--- config.mk ---
export PLATFORM = sky130hd
export DESIGN_NAME = smpte_color_bar_pixel_flat
export DESIGN_NICKNAME = d
export VERILOG_FILES = /design/src/hw/rtl/scb_pkg.sv /design/src/hw/rtl/scb_in_if.sv /design/src/hw/rtl/scb_out_if.sv /design/src/hw/rtl/scb_cfg.sv /design/src/hw/rtl/scb_pix.sv /design/src/hw/rtl/smpte_color_bar_pixel.sv /design/src/flat_wrapper.sv
export SDC_FILE = /design/constraint.sdc
export NUM_CORES = 1
export LEC_CHECK = 0
export BUFFER_PORTS_ARGS = -buffer_cell sky130_fd_sc_hd__buf_2
export CAP_MARGIN = 40
export CORE_MARGIN = 5
export CORE_UTILIZATION = 50
export DETAILED_ROUTE_END_ITERATION = 12
export PLACE_DENSITY = 0.66
export REMOVE_ABC_BUFFERS = 1
export SLEW_MARGIN = 10
export SYNTH_ARGS = -nofsm -noshare
export SYNTH_HDL_FRONTEND = slang
export SYNTH_SLANG_ARGS = --single-unit
--- constraint.sdc ---
create_clock -name i_clk -period 13.45 [get_ports i_clk]
set_clock_uncertainty 0.15 [all_clocks]
set_input_delay 0 -clock i_clk [delete_from_list [all_inputs] [get_ports i_clk]]
set_output_delay 0 -clock i_clk [all_outputs]
set_load 0.02 [all_outputs]
--- src/hw/rtl/scb_pkg.sv ---
// ----------------------------------------------------------------------------
// scb_pkg: colour bar pixel shared definitions
// Field widths, configuration register indexes and the bar colour tables.
// ----------------------------------------------------------------------------
package scb_pkg;

    localparam int COL_W      = 12;
    localparam int ROW_W      = 12;
    localparam int COLOR_W    = 24;
    localparam int CFG_DATA_W = 13;
    localparam int CFG_IDX_W  = 2;

    typedef logic [CFG_IDX_W-1:0]  t_cfg_idx;
    typedef logic [CFG_DATA_W-1:0] t_cfg_data;
    typedef logic [COLOR_W-1:0]    t_color;
    typedef logic [2:0]            t_bar;

    localparam t_cfg_idx CFG_FRAME_WIDTH  = t_cfg_idx'(0);
    localparam t_cfg_idx CFG_FRAME_HEIGHT = t_cfg_idx'(1);

    localparam t_cfg_data FRAME_WIDTH_RST  = t_cfg_data'(640);
    localparam t_cfg_data FRAME_HEIGHT_RST = t_cfg_data'(480);

    // Bar counts per band
    localparam int BOT_BARS = 8;
    localparam int SEV_BARS = 7;

    localparam t_color BOTTOM_BAND [BOT_BARS] = '{
        24'h001d42, 24'hebebeb, 24'h2c005c, 24'h101010,
        24'h070707, 24'h101010, 24'h181818, 24'h101010
    };

    localparam t_color MIDDLE_BAND [SEV_BARS] = '{
        24'h0f0fb4, 24'h101010, 24'hb410b4, 24'h101010,
        24'h0db4b4, 24'h101010, 24'hb4b4b4
    };

    localparam t_color TOP_BAND [SEV_BARS] = '{
        24'hb4b4b4, 24'hb4b40c, 24'h0db4b4, 24'h0db40c,
        24'hb410b4, 24'hb40f0e, 24'h0f0fb4
    };

endpackage

--- src/hw/rtl/scb_in_if.sv ---
// ----------------------------------------------------------------------------
// scb_in_if: pixel coordinate channel
// Valid/ready channel carrying one column/row request.
// ----------------------------------------------------------------------------
interface scb_in_if;
    import scb_pkg::*;

    logic             valid;
    logic             ready;
    logic [COL_W-1:0] column;
    logic [ROW_W-1:0] row;

    modport source (output valid, output column, output row, input ready);
    modport sink   (input valid, input column, input row, output ready);
endinterface

--- src/hw/rtl/scb_out_if.sv ---
// ----------------------------------------------------------------------------
// scb_out_if: pixel colour channel
// Valid/ready channel carrying one colour result.
// ----------------------------------------------------------------------------
interface scb_out_if;
    import scb_pkg::*;

    logic   valid;
    logic   ready;
    t_color pixel_color;
    logic   outside_frame;

    modport source (output valid, output pixel_color, output outside_frame, input ready);
    modport sink   (input valid, input pixel_color, input outside_frame, output ready);
endinterface

--- src/hw/rtl/scb_cfg.sv ---
// ----------------------------------------------------------------------------
// scb_cfg: frame size registers and bar edge thresholds
// Holds width/height, clamps them, and keeps the scaled edge thresholds
// registered so the pixel path only compares.
// ----------------------------------------------------------------------------
module scb_cfg #(
    parameter int MAX_WIDTH  = 4096,
    parameter int MAX_HEIGHT = 4096,
    parameter int WW         = 13,
    parameter int HW         = 13,
    parameter int CW         = 18
) (
    input  logic                 i_clk,
    input  logic                 i_rst_n,
    input  logic                 i_cfg_we,
    input  scb_pkg::t_cfg_idx    i_cfg_idx,
    input  scb_pkg::t_cfg_data   i_cfg_data,
    output logic [WW-1:0]        o_w,
    output logic [HW-1:0]        o_h,
    output logic [CW-1:0]        o_bot_edge [scb_pkg::BOT_BARS-1],
    output logic [CW-1:0]        o_sev_edge [scb_pkg::SEV_BARS-1]
);
    import scb_pkg::*;

    t_cfg_data     r_frame_width;
    t_cfg_data     r_frame_height;
    logic [WW-1:0] r_w;
    logic [HW-1:0] r_h;
    logic [WW-1:0] n_w;
    logic [HW-1:0] n_h;
    logic [CW-1:0] r_bot_edge [BOT_BARS-1];
    logic [CW-1:0] r_sev_edge [SEV_BARS-1];
    logic [CW-1:0] n_bot_edge [BOT_BARS-1];
    logic [CW-1:0] n_sev_edge [SEV_BARS-1];

    always_ff @(posedge i_clk) begin
        if (!i_rst_n) begin
            r_frame_width  <= FRAME_WIDTH_RST;
            r_frame_height <= FRAME_HEIGHT_RST;
        end else if (i_cfg_we) begin
            case (i_cfg_idx)
                CFG_FRAME_WIDTH:  r_frame_width  <= i_cfg_data;
                CFG_FRAME_HEIGHT: r_frame_height <= i_cfg_data;
                default: ;
            endcase
        end
    end

    // clamp to the supported frame size
    always_comb begin
        if (int'(r_frame_width) > MAX_WIDTH) n_w = WW'(MAX_WIDTH);
        else                                 n_w = WW'(r_frame_width);
        if (int'(r_frame_height) > MAX_HEIGHT) n_h = HW'(MAX_HEIGHT);
        else                                   n_h = HW'(r_frame_height);
    end

    // x < (N + c) / d  is  d * (x + 1) <= N + c, so only numerators are kept.
    // Bottom band: edges 0 to 3 are 5w(i+1)+14 over 28, edges 4 to 6 are w(i+12)+10 over 21.
    // Seven-bar bands: w(i+1)+3 over 7.
    always_comb begin
        for (int i = 0; i < BOT_BARS - 1; i++) begin
            if (i < 4) n_bot_edge[i] = CW'(n_w) * CW'(5 * (i + 1)) + CW'(14);
            else       n_bot_edge[i] = CW'(n_w) * CW'(i + 12) + CW'(10);
        end
        for (int i = 0; i < SEV_BARS - 1; i++) begin
            n_sev_edge[i] = CW'(n_w) * CW'(i + 1) + CW'(3);
        end
    end

    always_ff @(posedge i_clk) begin
        r_w        <= n_w;
        r_h        <= n_h;
        r_bot_edge <= n_bot_edge;
        r_sev_edge <= n_sev_edge;
    end

    assign o_w        = r_w;
    assign o_h        = r_h;
    assign o_bot_edge = r_bot_edge;
    assign o_sev_edge = r_sev_edge;

endmodule

--- src/hw/rtl/scb_pix.sv ---
// ----------------------------------------------------------------------------
// scb_pix: coordinate register, bar lookup and result register
// Two-stage pipeline; the result register is the output skid point.
// ----------------------------------------------------------------------------
module scb_pix #(
    parameter int WW = 13,
    parameter int HW = 13,
    parameter int CW = 18
) (
    input  logic          i_clk,
    input  logic          i_rst_n,
    scb_in_if.sink        i_req,
    scb_out_if.source     o_res,
    input  logic [WW-1:0] i_w,
    input  logic [HW-1:0] i_h,
    input  logic [CW-1:0] i_bot_edge [scb_pkg::BOT_BARS-1],
    input  logic [CW-1:0] i_sev_edge [scb_pkg::SEV_BARS-1]
);
    import scb_pkg::*;

    logic             r_s1_valid;
    logic [COL_W-1:0] r_x;
    logic [ROW_W-1:0] r_y;
    logic             r_out_valid;
    t_color           r_color;
    logic             r_outside;

    logic          s2_load;
    logic          req_take;
    logic [CW-1:0] xp1;
    logic [CW-1:0] x7;
    logic [CW-1:0] x21;
    logic [CW-1:0] x28;
    logic [CW-1:0] y3;
    t_bar          bot_bar;
    t_bar          sev_bar;
    logic          outside;
    t_color        n_color;

    assign s2_load     = !r_out_valid || o_res.ready;
    assign i_req.ready = !r_s1_valid || s2_load;
    assign req_take    = i_req.valid && i_req.ready;

    always_ff @(posedge i_clk) begin
        if (!i_rst_n) begin
            r_s1_valid <= 1'b0;
        end else if (req_take) begin
            r_s1_valid <= 1'b1;
        end else if (s2_load) begin
            r_s1_valid <= 1'b0;
        end
    end

    always_ff @(posedge i_clk) begin
        if (req_take) begin
            r_x <= i_req.column;
            r_y <= i_req.row;
        end
    end

    // scaled column for the edge compares
    assign xp1 = CW'(r_x) + CW'(1);
    assign x7  = xp1 * CW'(7);
    assign x21 = xp1 * CW'(21);
    assign x28 = xp1 * CW'(28);
    assign y3  = (CW'(r_y) + CW'(1)) * CW'(3);

    assign outside = (CW'(r_x) >= CW'(i_w)) || (CW'(r_y) >= CW'(i_h));

    // first bar whose edge lies beyond the column
    always_comb begin
        bot_bar = t_bar'(BOT_BARS - 1);
        for (int i = BOT_BARS - 2; i >= 0; i--) begin
            if (i < 4) begin
                if (x28 <= i_bot_edge[i]) bot_bar = t_bar'(i);
            end else begin
                if (x21 <= i_bot_edge[i]) bot_bar = t_bar'(i);
            end
        end
        sev_bar = t_bar'(SEV_BARS - 1);
        for (int i = SEV_BARS - 2; i >= 0; i--) begin
            if (x7 <= i_sev_edge[i]) sev_bar = t_bar'(i);
        end
    end

    always_comb begin
        if (outside) begin
            n_color = '0;
        end else if (CW'(r_y) < CW'(i_h >> 2)) begin
            n_color = BOTTOM_BAND[bot_bar];
        end else if (y3 <= CW'(i_h)) begin
            n_color = MIDDLE_BAND[sev_bar];
        end else begin
            n_color = TOP_BAND[sev_bar];
        end
    end

    always_ff @(posedge i_clk) begin
        if (!i_rst_n) begin
            r_out_valid <= 1'b0;
        end else if (s2_load) begin
            r_out_valid <= r_s1_valid;
        end
    end

    always_ff @(posedge i_clk) begin
        if (s2_load && r_s1_valid) begin
            r_color   <= n_color;
            r_outside <= outside;
        end
    end

    assign o_res.valid         = r_out_valid;
    assign o_res.pixel_color   = r_color;
    assign o_res.outside_frame = r_outside;

endmodule

--- src/hw/rtl/smpte_color_bar_pixel.sv ---
// ----------------------------------------------------------------------------
// smpte_color_bar_pixel: colour bar test pattern, one pixel per request
// Maps a pixel coordinate to its 0xRRGGBB colour in a three-band bar pattern.
// ----------------------------------------------------------------------------
//
//  Channel    Dir  Payload                        Handshake
//  i_pix_in   in   column[11:0], row[11:0]        valid/ready
//  o_pix_out  out  pixel_color[23:0], outside     valid/ready
//  i_cfg_*    in   idx, data[12:0]                write enable, no stall
//
//  One request per clock sustained while the output is ready; an accepted
//  request passes the coordinate register, then the result register.
//  Reset clears only the valid flags and restores the 640x480 frame size.
//  A stalled result is held in the output register while one more request
//  can be taken into the coordinate register.
//  Edge thresholds follow a frame size write via the size, then edge registers.
//
module smpte_color_bar_pixel #(
    parameter int MAX_WIDTH  = 4096,
    parameter int MAX_HEIGHT = 4096
) (
    input  logic               i_clk,
    input  logic               i_rst_n,
    scb_in_if.sink             i_pix_in,
    scb_out_if.source          o_pix_out,
    input  logic               i_cfg_we,
    input  scb_pkg::t_cfg_idx  i_cfg_idx,
    input  scb_pkg::t_cfg_data i_cfg_data
);
    import scb_pkg::*;

    // width of clamped frame size
    localparam int WW  = $clog2(MAX_WIDTH + 1);
    localparam int HW  = $clog2(MAX_HEIGHT + 1);
    // compare width: edge numerators reach 20w+14, scaled column 28*4096
    localparam int CW0 = (WW + 5 > 17) ? WW + 5 : 17;
    localparam int CW  = (HW + 1 > CW0) ? HW + 1 : CW0;

    logic [WW-1:0] frame_w;
    logic [HW-1:0] frame_h;
    logic [CW-1:0] bot_edge [BOT_BARS-1];
    logic [CW-1:0] sev_edge [SEV_BARS-1];

    // frame size registers and precomputed edge numerators
    scb_cfg #(
        .MAX_WIDTH  (MAX_WIDTH),
        .MAX_HEIGHT (MAX_HEIGHT),
        .WW         (WW),
        .HW         (HW),
        .CW         (CW)
    ) u_cfg (
        .i_clk      (i_clk),
        .i_rst_n    (i_rst_n),
        .i_cfg_we   (i_cfg_we),
        .i_cfg_idx  (i_cfg_idx),
        .i_cfg_data (i_cfg_data),
        .o_w        (frame_w),
        .o_h        (frame_h),
        .o_bot_edge (bot_edge),
        .o_sev_edge (sev_edge)
    );

    // per-pixel pipeline: band select, bar search, colour lookup
    scb_pix #(
        .WW (WW),
        .HW (HW),
        .CW (CW)
    ) u_pix (
        .i_clk      (i_clk),
        .i_rst_n    (i_rst_n),
        .i_req      (i_pix_in),
        .o_res      (o_pix_out),
        .i_w        (frame_w),
        .i_h        (frame_h),
        .i_bot_edge (bot_edge),
        .i_sev_edge (sev_edge)
    );

endmodule
--- src/flat_wrapper.sv ---
// flat-port wrapper written by rule: the top's interface ports become plain ports
module smpte_color_bar_pixel_flat import scb_pkg::*;
#(
    parameter int MAX_WIDTH  = 4096,
    parameter int MAX_HEIGHT = 4096
)
  (i_clk, i_rst_n, i_cfg_we, i_cfg_idx, i_cfg_data, i_pix_in_valid, i_pix_in_column, i_pix_in_row, i_pix_in_ready, o_pix_out_valid, o_pix_out_pixel_color, o_pix_out_outside_frame, o_pix_out_ready);
  scb_in_if i_pix_in_i ();
  scb_out_if o_pix_out_i ();
  input  logic i_clk;
  input  logic i_rst_n;
  input  logic i_cfg_we;
  input  scb_pkg::t_cfg_idx i_cfg_idx;
  input  scb_pkg::t_cfg_data i_cfg_data;
  input wire logic [$bits(i_pix_in_i.valid)-1:0] i_pix_in_valid;
  input wire logic [$bits(i_pix_in_i.column)-1:0] i_pix_in_column;
  input wire logic [$bits(i_pix_in_i.row)-1:0] i_pix_in_row;
  output wire logic [$bits(i_pix_in_i.ready)-1:0] i_pix_in_ready;
  output wire logic [$bits(o_pix_out_i.valid)-1:0] o_pix_out_valid;
  output wire logic [$bits(o_pix_out_i.pixel_color)-1:0] o_pix_out_pixel_color;
  output wire logic [$bits(o_pix_out_i.outside_frame)-1:0] o_pix_out_outside_frame;
  input wire logic [$bits(o_pix_out_i.ready)-1:0] o_pix_out_ready;
  assign i_pix_in_i.valid = i_pix_in_valid;
  assign i_pix_in_i.column = i_pix_in_column;
  assign i_pix_in_i.row = i_pix_in_row;
  assign i_pix_in_ready = i_pix_in_i.ready;
  assign o_pix_out_valid = o_pix_out_i.valid;
  assign o_pix_out_pixel_color = o_pix_out_i.pixel_color;
  assign o_pix_out_outside_frame = o_pix_out_i.outside_frame;
  assign o_pix_out_i.ready = o_pix_out_ready;
  smpte_color_bar_pixel #(.MAX_WIDTH(MAX_WIDTH), .MAX_HEIGHT(MAX_HEIGHT)) u_core (.i_clk(i_clk), .i_rst_n(i_rst_n), .i_pix_in(i_pix_in_i), .o_pix_out(o_pix_out_i), .i_cfg_we(i_cfg_we), .i_cfg_idx(i_cfg_idx), .i_cfg_data(i_cfg_data));
endmodule
==> results of run 1 <==
[area by class of cell]
cell class / count / area, sq um / area share (%)
clock buffer: 38 / 822 / 3.45
multi-input combinational: 1722 / 14400 / 60.2
inverter: 281 / 1050 / 4.42
clock inverter: 18 / 191 / 0.803
tap: 532 / 666 / 2.79
sequential: 246 / 5380 / 22.5
timing repair buffer: 179 / 1380 / 5.78
[power breakdown]
group	internal (W)	switching [W]
registers	0.000816	0.0000271
logic	0.000634	0.000910
clock network	0.000492	0.000336
total	0.00194	0.00127
[through the flow]
stage / cell area, sq um / std cells
final: 23800 / 3016
after CTS: 23800 / 3016
after global placement: 22000 / 2878
after floorplan: 20800 / 2249
after detailed placement: 22000 / 2879
after global routing: 23800 / 3016
[layer usage]
metal	track usage [%]	vias up	share of wire [%]	wire, um
met3	3.11	117	4.7	2650
met4	7.67	0	3.6	2010
li1	-	8319	-	-
met1	30.4	7919	44	24700
met5	0	-	0	0
met2	42.0	381	48	27000
[worst max-delay path: stages, from the launching register on]
cell and delay (ps):
edfxtp_1 670, ha_1 300, nand2_1 70, nor2_1 270, xnor2_1 290, inv_1 220
ha_1 340, ha_1 280, inv_1 50, fa_1 490, inv_1 40, ha_1 240
a2111oi_0 470, o31ai_1 210, o31ai_1 390, a21boi_0 570, ha_1 360, and4_1 230
a21oi_1 150, nand2_1 80, a221o_1 340, a41oi_1 170, o21bai_1 200, a41oi_1 430
ha_1 270, nand4_1 140, a211o_1 390, o21ai_1 100
[worst paths after layout]
path,cells after the start,end,from
worst max-delay path,27,u_core.u_pix.o_res.pixel_color[9],u_core.u_pix.r_x[0]
worst min-delay path,2,u_core.u_pix.r_x[1],i_pix_in_column[1]
worst max register to register,27,u_core.u_pix.o_res.pixel_color[9],u_core.u_pix.r_x[0]
worst min register to register,1,u_core.u_cfg.o_h[8],u_core.u_cfg.r_frame_height[8]
[cell families after synthesis]
| group | count (synthesis) | synth area share (%) |
|---|---|---|
| xor gates and xnor gates | 204 | 8.56 |
| adders and majority gates | 492 | 31.4 |
| other | 1 | 0.0180 |
| buffers and inverters | 307 | 5.60 |
| DFF | 246 | 25.8 |
| muxes | 9 | 0.468 |
| and+or+nand+nor | 555 | 13.4 |
| AOI/OAI and AO/OA | 459 | 14.8 |
[flip-flops by register name, summed over array words and instances (netlist names)]
signal	count
u_core.u_cfg.r_frame_width	13
u_core.u_cfg.r_frame_height	13
u_core.u_pix.o_res.outside_frame	1
u_core.u_pix.o_res.valid	1
u_core.u_cfg.o_bot_edge	91
u_core.u_pix.o_res.pixel_color	20
u_core.u_pix.r_y	12
u_core.u_pix.r_x	12
u_core.u_pix.r_s1_valid	1
u_core.u_cfg.o_sev_edge	69
u_core.u_cfg.o_h	13
[Yosys cell counts (all sizes together), types with 32 or more instances]
master,number
o21ai,78
edfxtp,45
a21oi,124
nand2,159
nor2,97
nand3,60
nor3,32
nor2b,61
fa,52
nand4,41
dfxtp,201
a21o,70
xnor2,132
xor2,72
ha,440
inv,279
[placed cells by master (no fill, tap or decap), drive strengths merged, types with 7 or more instances in the layout]
master	instances
ha	440
inv	282
dfxtp	201
nand2	159
xnor2	132
a21oi	124
buf	98
nor2	97
dlygate4sd3	81
o21ai	78
xor2	72
a21o	70
nor2b	61
nand3	60
fa	52
edfxtp	45
nand4	41
clkbuf	38
nor3	32
o21a	30
a21boi	29
and3	23
nand2b	22
a211oi	18
o21bai	16
a31o	12
clkinv	12
nor4	11
and2	9
a211o	9
o31ai	8
o22ai	8
a31oi	8
o211ai	8
nor3b	7
o41ai	7
a2111oi	7
==> metrics.txt, run 1 <==
I/O pin cnt=71; filler cell count in the final layout=3,560; Synth Cell Area=20,900 sq um; post-DP HPWL=42,600 um; 1st-iter DRT viols=slightly above 1k; syn_area_per_cell=9.18 sq um; post-CTS setup buffers=0; synthesized flop and latch total=about 250; final hold violation count=0; minimum clock period=8060 ps; area share of the largest cell type after synthesis=26.4%; Synth cell types=86; Slew headroom=a little over two fifths; MaxCap Viol Count=0; Leak=11.4 nW; Max Freq=124 MHz; number of port buffers=70; Slew @ Worst Pin=868 ps; total track usage=about a quarter; status=completed; DR WL/cell=~19 um; first drt pass iteration count=5; worst skew pair latency=570 ps; critical path endpoint category=flop; vias in the first global route=16.9k; first-pass GRT wire length=89,200 um; site row count=74; area growth from synthesis to layout=14.3%; CTS tree=yes; vias=16.7k; R2R Setup Slk=~5400 ps; gpl congestion=between 0.8 and 0.9; root buf cell=clkbuf_16; Post-route DRC=0; Power Density=135 nW/um^2; hold crit path type=in2reg; total power draw=0.00321 W; diode count=0; Die W=214 um; cts bufs inserted=30; Setup Viol. Count Final=0; Async SR Flop Fraction=0%; grt total ovfl=0; share of layout cells above drive strength 1=7.93%; clk sinks=about 250; largest net degree at the start of global routing=29; Yosys warnings=0; core area=41,000 sq um; peak supply drop=0.116 mV; routed vias/inst=between 5 and 6; unrepaired setup endpoints after global routing=no; dominant cells by area after synthesis=ha_1 26%, dfxtp_1 19%, edfxtp_1 6.5%; initial antenna violation count=0; post-synthesis sequential area ratio=25.8%; Slew Limit Fails=0; Final period util=60.0%; Final Core Density=approximately three fifths; top_reg_cell synth=dfxtp_1; Nets=2,996; Initial Util=50.9%; hold slack=44.7 ps; Bufs on Longest Clock Path=3; post-CTS sizing=0; largest area contributor in the netlist=ha_1; Final TNS setup=0 ps; # hold bufs at CTS=81; Mapped Cells=roughly 2.3k; CP Class=reg2reg; Antenna Violating Nets Remaining=0; die footprint=45,900 sq um; number of synthesized flops with an enable pin=45; pre-CTS setup slack=5490 ps; final setup margin=approximately 5400 ps; startpoint types=flop; CP max FO=13; die height=214 um; final wirelength=56,300 um; Clock transition at path regs=60 ps; htree depth=1; Critical Path AT=between 8000 and 9000 ps; required time of the critical path=13,720 ps
(Power assumes the default switching activity.)
==> run 2: changes to the inputs <==
PLACE_DENSITY = 0.69   (was 0.66)
clock period = 7.2 ns   (was 13.45 ns; I/O delays follow)
==> metrics.txt, run 2 (synthesis results as in run 1) <==
die height=214 um (unchanged); total track usage=24.4% (+0.58 points); placed cells=2,904 (+0.87%); CP Class=reg2reg; Worst Path Buf+Inv=3 (unchanged); Sw Ratio=39.3% (-0.27 points); max incr delay on CP=490 ps (-180 ps); diode count=0 (unchanged); largest net degree at the start of global routing=30 (+3.4%); Slew Limit Fails=0 (unchanged); filler cell count in the final layout=3,623 (+1.8%); startpoint types=flop; critical path endpoint category=flop; Final TNS setup=0 ps (unchanged); final wirelength=57,400 um (+1.9%); Final Core Density=58.4% (+0.32 points); DR WL/cell=19.0 um (+1.6%); min-delay src=i_pix_in_column[10]; Slew @ Worst Pin=848 ps (-19.8 ps); initial antenna violation count=0 (unchanged); number of port buffers=70 (unchanged); commonest non-fill, non-tap cell in the layout=ha_1; die footprint=45,900 sq um (unchanged); Critical Path AT=7090 ps (-1250 ps); first-pass GRT wire length=92,000 um (+3.1%); Int Power=0.00375 W (+93%); area growth from synthesis to layout=14.9%; max reg flops=91 (unchanged); htree depth=1 (unchanged); routed vias/inst=5.66 (+2.0%); cts bufs inserted=29 (-3.3%); part of the power in registers=25.4% (-0.8 points); Post-route DRC=0 (unchanged); gpl congestion=0.931 (+5.7%); Antenna Violating Nets Remaining=0 (unchanged); minimum clock period=6940 ps (-1130 ps); I/O pin cnt=71 (unchanged); Final Cell Area=24,000 sq um (+0.56%); Die W=214 um (unchanged); most frequent cells in the layout=438 x ha_1, 276 x inv_1, 201 x dfxtp_1; first drt pass iteration count=5 (unchanged); MaxCap Viol Count=0 (unchanged); Register Area=5380 sq um (unchanged); Clock transition at path regs=60 ps (about the same); power share of the combinational group=49.1% (+1.1 points); Psw=0.00243 W (+91%); cell family with most CP delay=compound AO/OA/AOI/OAI gates; clk sinks=246 (unchanged); Leak=11.5 nW (+0.81%); Initial Util=50.9% (unchanged); Crit Reg-Reg Startpoint=u_core.u_pix.r_x[0]; site row count=74 (unchanged); post-DP HPWL=44,000 um (+3.3%); Slew headroom=43.1% (+1.3 points); grt total ovfl=0 (unchanged); Setup Viol. Count Final=0 (unchanged); CP startpoint=u_core.u_pix.r_x[0]; area of the multi-input gates=14,400 sq um (+0.51%); status=completed; hold crit path type=in2reg; Max Freq=144 MHz (+16%); vias=17.1k (+2.3%); final hold violation count=0 (unchanged); Power Density=258 nW/um^2 (+91%); unrepaired setup endpoints after global routing=no; 1st-iter DRT viols=1,111 (+8.8%); root buf cell=clkbuf_16; share of layout cells above drive strength 1=9.55% (+1.6 points); Nets=3,007 (+0.37%); DP Area=22,200 sq um (+0.85%); peak supply drop=0.188 mV (+62%); hold slack=16.6 ps (-28.1 ps); worst skew pair latency=560 ps (about the same); vias in the first global route=17.4k (+3.2%); CTS tree=yes; Clk pwr share=25.5% (-0.2 points); CP max FO=5 (-8); Bufs on Longest Clock Path=3 (unchanged); core area=41,000 sq um (unchanged); Final period util=96.4% (+36 points); most numerous cell on the critical path=ha_1; Finished Layout Cells=3,025 (+0.30%); Crit-path slowest cell=fa_1; required time of the critical path=7360 ps (-6360 ps)
run 2: per-stage QoR:
stage | setup WS, ps | power (W)
finish | 262 | 0.00618
CTS | 39.5 | 0.00611
global route | 11.1 | 0.00660
floorplan | 534 | 0.00357
detailed placement | -59.5 | 0.00449
global placement | 255 | 0.00437
run 2: power groups by stage:
stage | Combinational (W) | Sequential [W] | Clock (W)
after floorplan | 0.00198 | 0.00160 | 0
after global placement | 0.00277 | 0.00160 | 0
after detailed placement | 0.00289 | 0.00160 | 0
after CTS | 0.00295 | 0.00157 | 0.00159
after global routing | 0.00336 | 0.00158 | 0.00166
final | 0.00303 | 0.00157 | 0.00157
run 2: routing by layer:
| layer | GRT usage [%] | share of wire, % |
|---|---|---|
| met1 | 31.6 | 44 |
| met5 | 0 | 0 |
| met4 | 7.43 | 3.4 |
| met2 | 42.5 | 48 |
| met3 | 3.54 | 5.4 |
run 2: final timing paths:
check / to / slack (ps) / cells past startpoint
worst max-delay path: u_core.u_pix.o_res.pixel_color[12] / 260 / 28
worst min-delay path: u_core.u_pix.r_x[10] / 20 / 2
worst max register to register: u_core.u_pix.o_res.pixel_color[12] / 260 / 28
worst min register to register: u_core.u_cfg.r_frame_height[11] / 310 / 2
run 2: repair_timing:
item	CTS	global route
setup endpoints to repair	6	20
endpoints found under the hold margin	60	0
gates resized for setup	1	23
setup buffers	0	6
pin swaps	0	1
hold buffers	62	0
run 2: layout make-up:
type / instances / area share, %
Multi-Input combinational cell: 1722 / 60.2
Sequential cell: 246 / 22.4
Timing Repair Buffer: 191 / 5.98
Inverter: 281 / 4.40
Clock buffer: 43 / 3.59
Tap cell: 532 / 2.78
Clock inverter: 10 / 0.663
run 2: worst reg2reg max path, delay by kind of cell, from the launching register on:
family / cells / cell delay, ps
buf+inv: 3 / 200
fa+ha+maj: 7 / 2250
simple gates: 4 / 650
mux: 1 / 170
flops: 1 / 430
xor+xnor: 2 / 420
compound gates: 11 / 2410
==> run 3: changes to the inputs <==
ABC_AREA = 1   (was unset)
==> metrics.txt, run 3 <==
hold endpoint=u_core.u_cfg.r_frame_height[4]; area growth from synthesis to layout=15.1%; final wirelength=62,500 um (+8.8%); Final Core Density=58.4% (-0.062 points); Slew Limit Fails=0 (unchanged); pre-CTS setup slack=174 ps (+233 ps); final setup margin=494 ps (+231 ps); Final period util=93.1% (-3.2 points); CP Class=reg2reg; min-delay src=i_cfg_idx[1]; Clock transition at path regs=60 ps (about the same); filler cell count in the final layout=3,938 (+8.7%); routed vias/inst=5.25 (-7.2%); synthesized flop and latch total=246 (unchanged); minimum clock period=6710 ps (-231 ps); hold crit path type=in2reg; most frequent cells in the layout=528 x inv_1, 475 x nand2_1, 438 x ha_1; Power Density=270 nW/um^2 (+4.7%); largest area contributor in the netlist=ha_1; DR WL/cell=17.3 um (-8.6%); initial antenna violation count=0 (unchanged); Critical Path AT=6880 ps (-210 ps); 1st-iter DRT viols=1,200 (+8.0%); die height=219 um (+2.3%); R2R Setup Slk=490 ps (+230 ps); number of synthesized flops with an enable pin=45 (unchanged); syn_area_per_cell=7.88 sq um (-14%); r2r worst-path depth=39 (+39%); Yosys warnings=0 (unchanged); Reg-to-Reg End=u_core.u_pix.o_res.pixel_color[12]; post-synthesis sequential area ratio=24.5% (-1.2 points); Async SR Flop Fraction=0% (unchanged); Die W=219 um (+2.3%); htree depth=1 (unchanged); Mapped Cells=2,780 (+22%); Post-route DRC=0 (unchanged); Max Freq=149 MHz (+3.5%); cts bufs inserted=29 (unchanged); diode count=0 (unchanged); gpl congestion=0.935 (+0.38%); peak supply drop=0.170 mV (-9.3%); Synth Cell Area=21,900 sq um (+5.0%); dominant cells by area after synthesis=ha_1 25%, dfxtp_1 18%, inv_1 9.1%; Leak=13.2 nW (+14%); vias in the first global route=18.8k (+8.0%); Nets=3,531 (+17%); Bufs on Longest Clock Path=3 (unchanged); Slew @ Worst Pin=812 ps (-36.1 ps); startpoint types=flop; MaxCap Viol Count=0 (unchanged); hold slack=39.7 ps (+23.0 ps); placed cells=3,464 (+19%); count leader, synth=inv_1; Setup Viol. Count Final=0 (unchanged); largest net degree at the start of global routing=28 (-6.7%); status=completed; share of layout cells above drive strength 1=8.06% (-1.5 points); most frequent cells after synthesis=529 x inv_1, 477 x nand2_1, 440 x ha_1; site row count=76 (+2.7%); post-DP HPWL=48,100 um (+9.4%); Slew headroom=45.5% (+2.4 points); worst skew pair latency=590 ps (+30 ps); CP max FO=4 (-1); Crit-path slowest cell=fa_1; Hold Path Stages=4 (+2); CTS tree=yes; Synth cell types=58 (-33%); first-pass GRT wire length=98,200 um (+6.8%); Finished Layout Cells=3,601 (+19%); commonest non-fill, non-tap cell in the layout=inv_1; max incr delay on CP=500 ps (about the same); Initial Util=50.7% (-0.13 points); root buf cell=clkbuf_16; vias=18.9k (+10%); I/O pin cnt=71 (unchanged); top_reg_cell synth=dfxtp_1; Antenna Violating Nets Remaining=0 (unchanged); die footprint=48,100 sq um (+4.8%); final hold violation count=0 (unchanged); area share of the largest cell type after synthesis=25.1% (-1.3 points); clk sinks=246 (unchanged); number of port buffers=70 (unchanged); max reg flops=91 (unchanged); core area=43,200 sq um (+5.3%); critical path endpoint category=flop; first drt pass iteration count=9 (+4); most numerous cell on the critical path=inv_1; required time of the critical path=7380 ps (+20 ps); Crit Reg-Reg Startpoint=u_core.u_pix.r_x[0]; total track usage=25.8% (+1.4 points); grt total ovfl=0 (unchanged)
## run 3: cell count changes after synthesis, sizes merged, moves of 23 or more
cell,delta
nand2,+329
inv,+259
nor2,+89
xnor2,-85
a21oi,+84
xor2,+77
nor2b,-61
a21o,-54
nand3,+44
o21a,-24
a21boi,-23
and3,-23
## run 3: area by class of cell
type	instances	area [sq um]	share of cell area, %
clock buffer	39	823	3.27
clock inverter	13	168	0.665
inverter	542	2030	8.07
multi-input combinational	1979	14500	57.7
sequential	246	5380	21.3
tap	585	732	2.90
timing repair buffer	197	1530	6.09
## run 3: cells by family (layout without fill, tap and decap cells)
kind of cell / count (synthesis) / count (layout) / share of synthesized area (%)
AND/OR/NAND/NOR: 897 / 897 / 17.6
AO/OA/AOI/OAI: 391 / 391 / 10.2
buffers and inverters: 557 / 791 / 9.63
other: 1 / 3 / 0.0171
flip-flops: 246 / 246 / 24.5
XOR/XNOR: 196 / 196 / 8.06
adder cells (fa/ha/maj): 492 / 492 / 29.9
## run 3: worst max path at each step
stage,depth (start not counted),end,startpoint
finish,39,u_core.u_pix.o_res.pixel_color[12],u_core.u_pix.r_x[0]
global route,44,u_core.u_pix.o_res.pixel_color[19],u_core.u_pix.r_x[0]
CTS,40,u_core.u_pix.o_res.pixel_color[12],u_core.u_pix.r_x[0]
detailed placement,37,u_core.u_pix.o_res.pixel_color[3],u_core.u_pix.r_x[0]
global placement,40,u_core.u_pix.o_res.pixel_color[12],u_core.u_pix.r_x[0]
floorplan,42,u_core.u_pix.o_res.pixel_color[12],u_core.u_pix.r_x[0]
## run 3: power breakdown
| group | leakage [nW] | total [W] | internal (W) | switching (W) |
|---|---|---|---|---|
| Sequential | 2.10 | 0.00164 | 0.00158 | 0.0000604 |
| Combinational | 10.6 | 0.00364 | 0.00135 | 0.00229 |
| Clock | 0.479 | 0.00152 | 0.000910 | 0.000611 |
| Total | 13.2 | 0.00680 | 0.00383 | 0.00296 |
## run 3: worst max-delay path: cells and delay by family, from the launching register on
family / cells / cell delay (ps)
fa+ha+maj: 7 / 2190
simple gates: 17 / 2080
compound gates: 7 / 1000
buf+inv: 7 / 450
flops: 1 / 380
xor+xnor: 1 / 170
## run 3: timing repair
item	4_1_cts	5_1_grt
endpoints found under the setup margin	0	20
resized for setup	0	24
hold buffers	81	0
endpoints found under the hold margin	97	0
buffers inserted	0	4
## run 3: per-layer routing
metal / wire [um] / track usage [%]
met5: 0 / 0
met4: 2850 / 10.4
met3: 3370 / 3.26
met2: 29500 / 44.8
met1: 26800 / 32.5
## run 3: per-stage QoR
stage / cell area, sq um / power (W) / setup TNS (ps)
floorplan: 21800 / 0.00412 / 0
global placement: 23200 / 0.00503 / 0
detailed placement: 23300 / 0.00516 / 0
CTS: 25100 / 0.00674 / 0
global route: 25200 / 0.00737 / -113
finish: 25200 / 0.00680 / 0
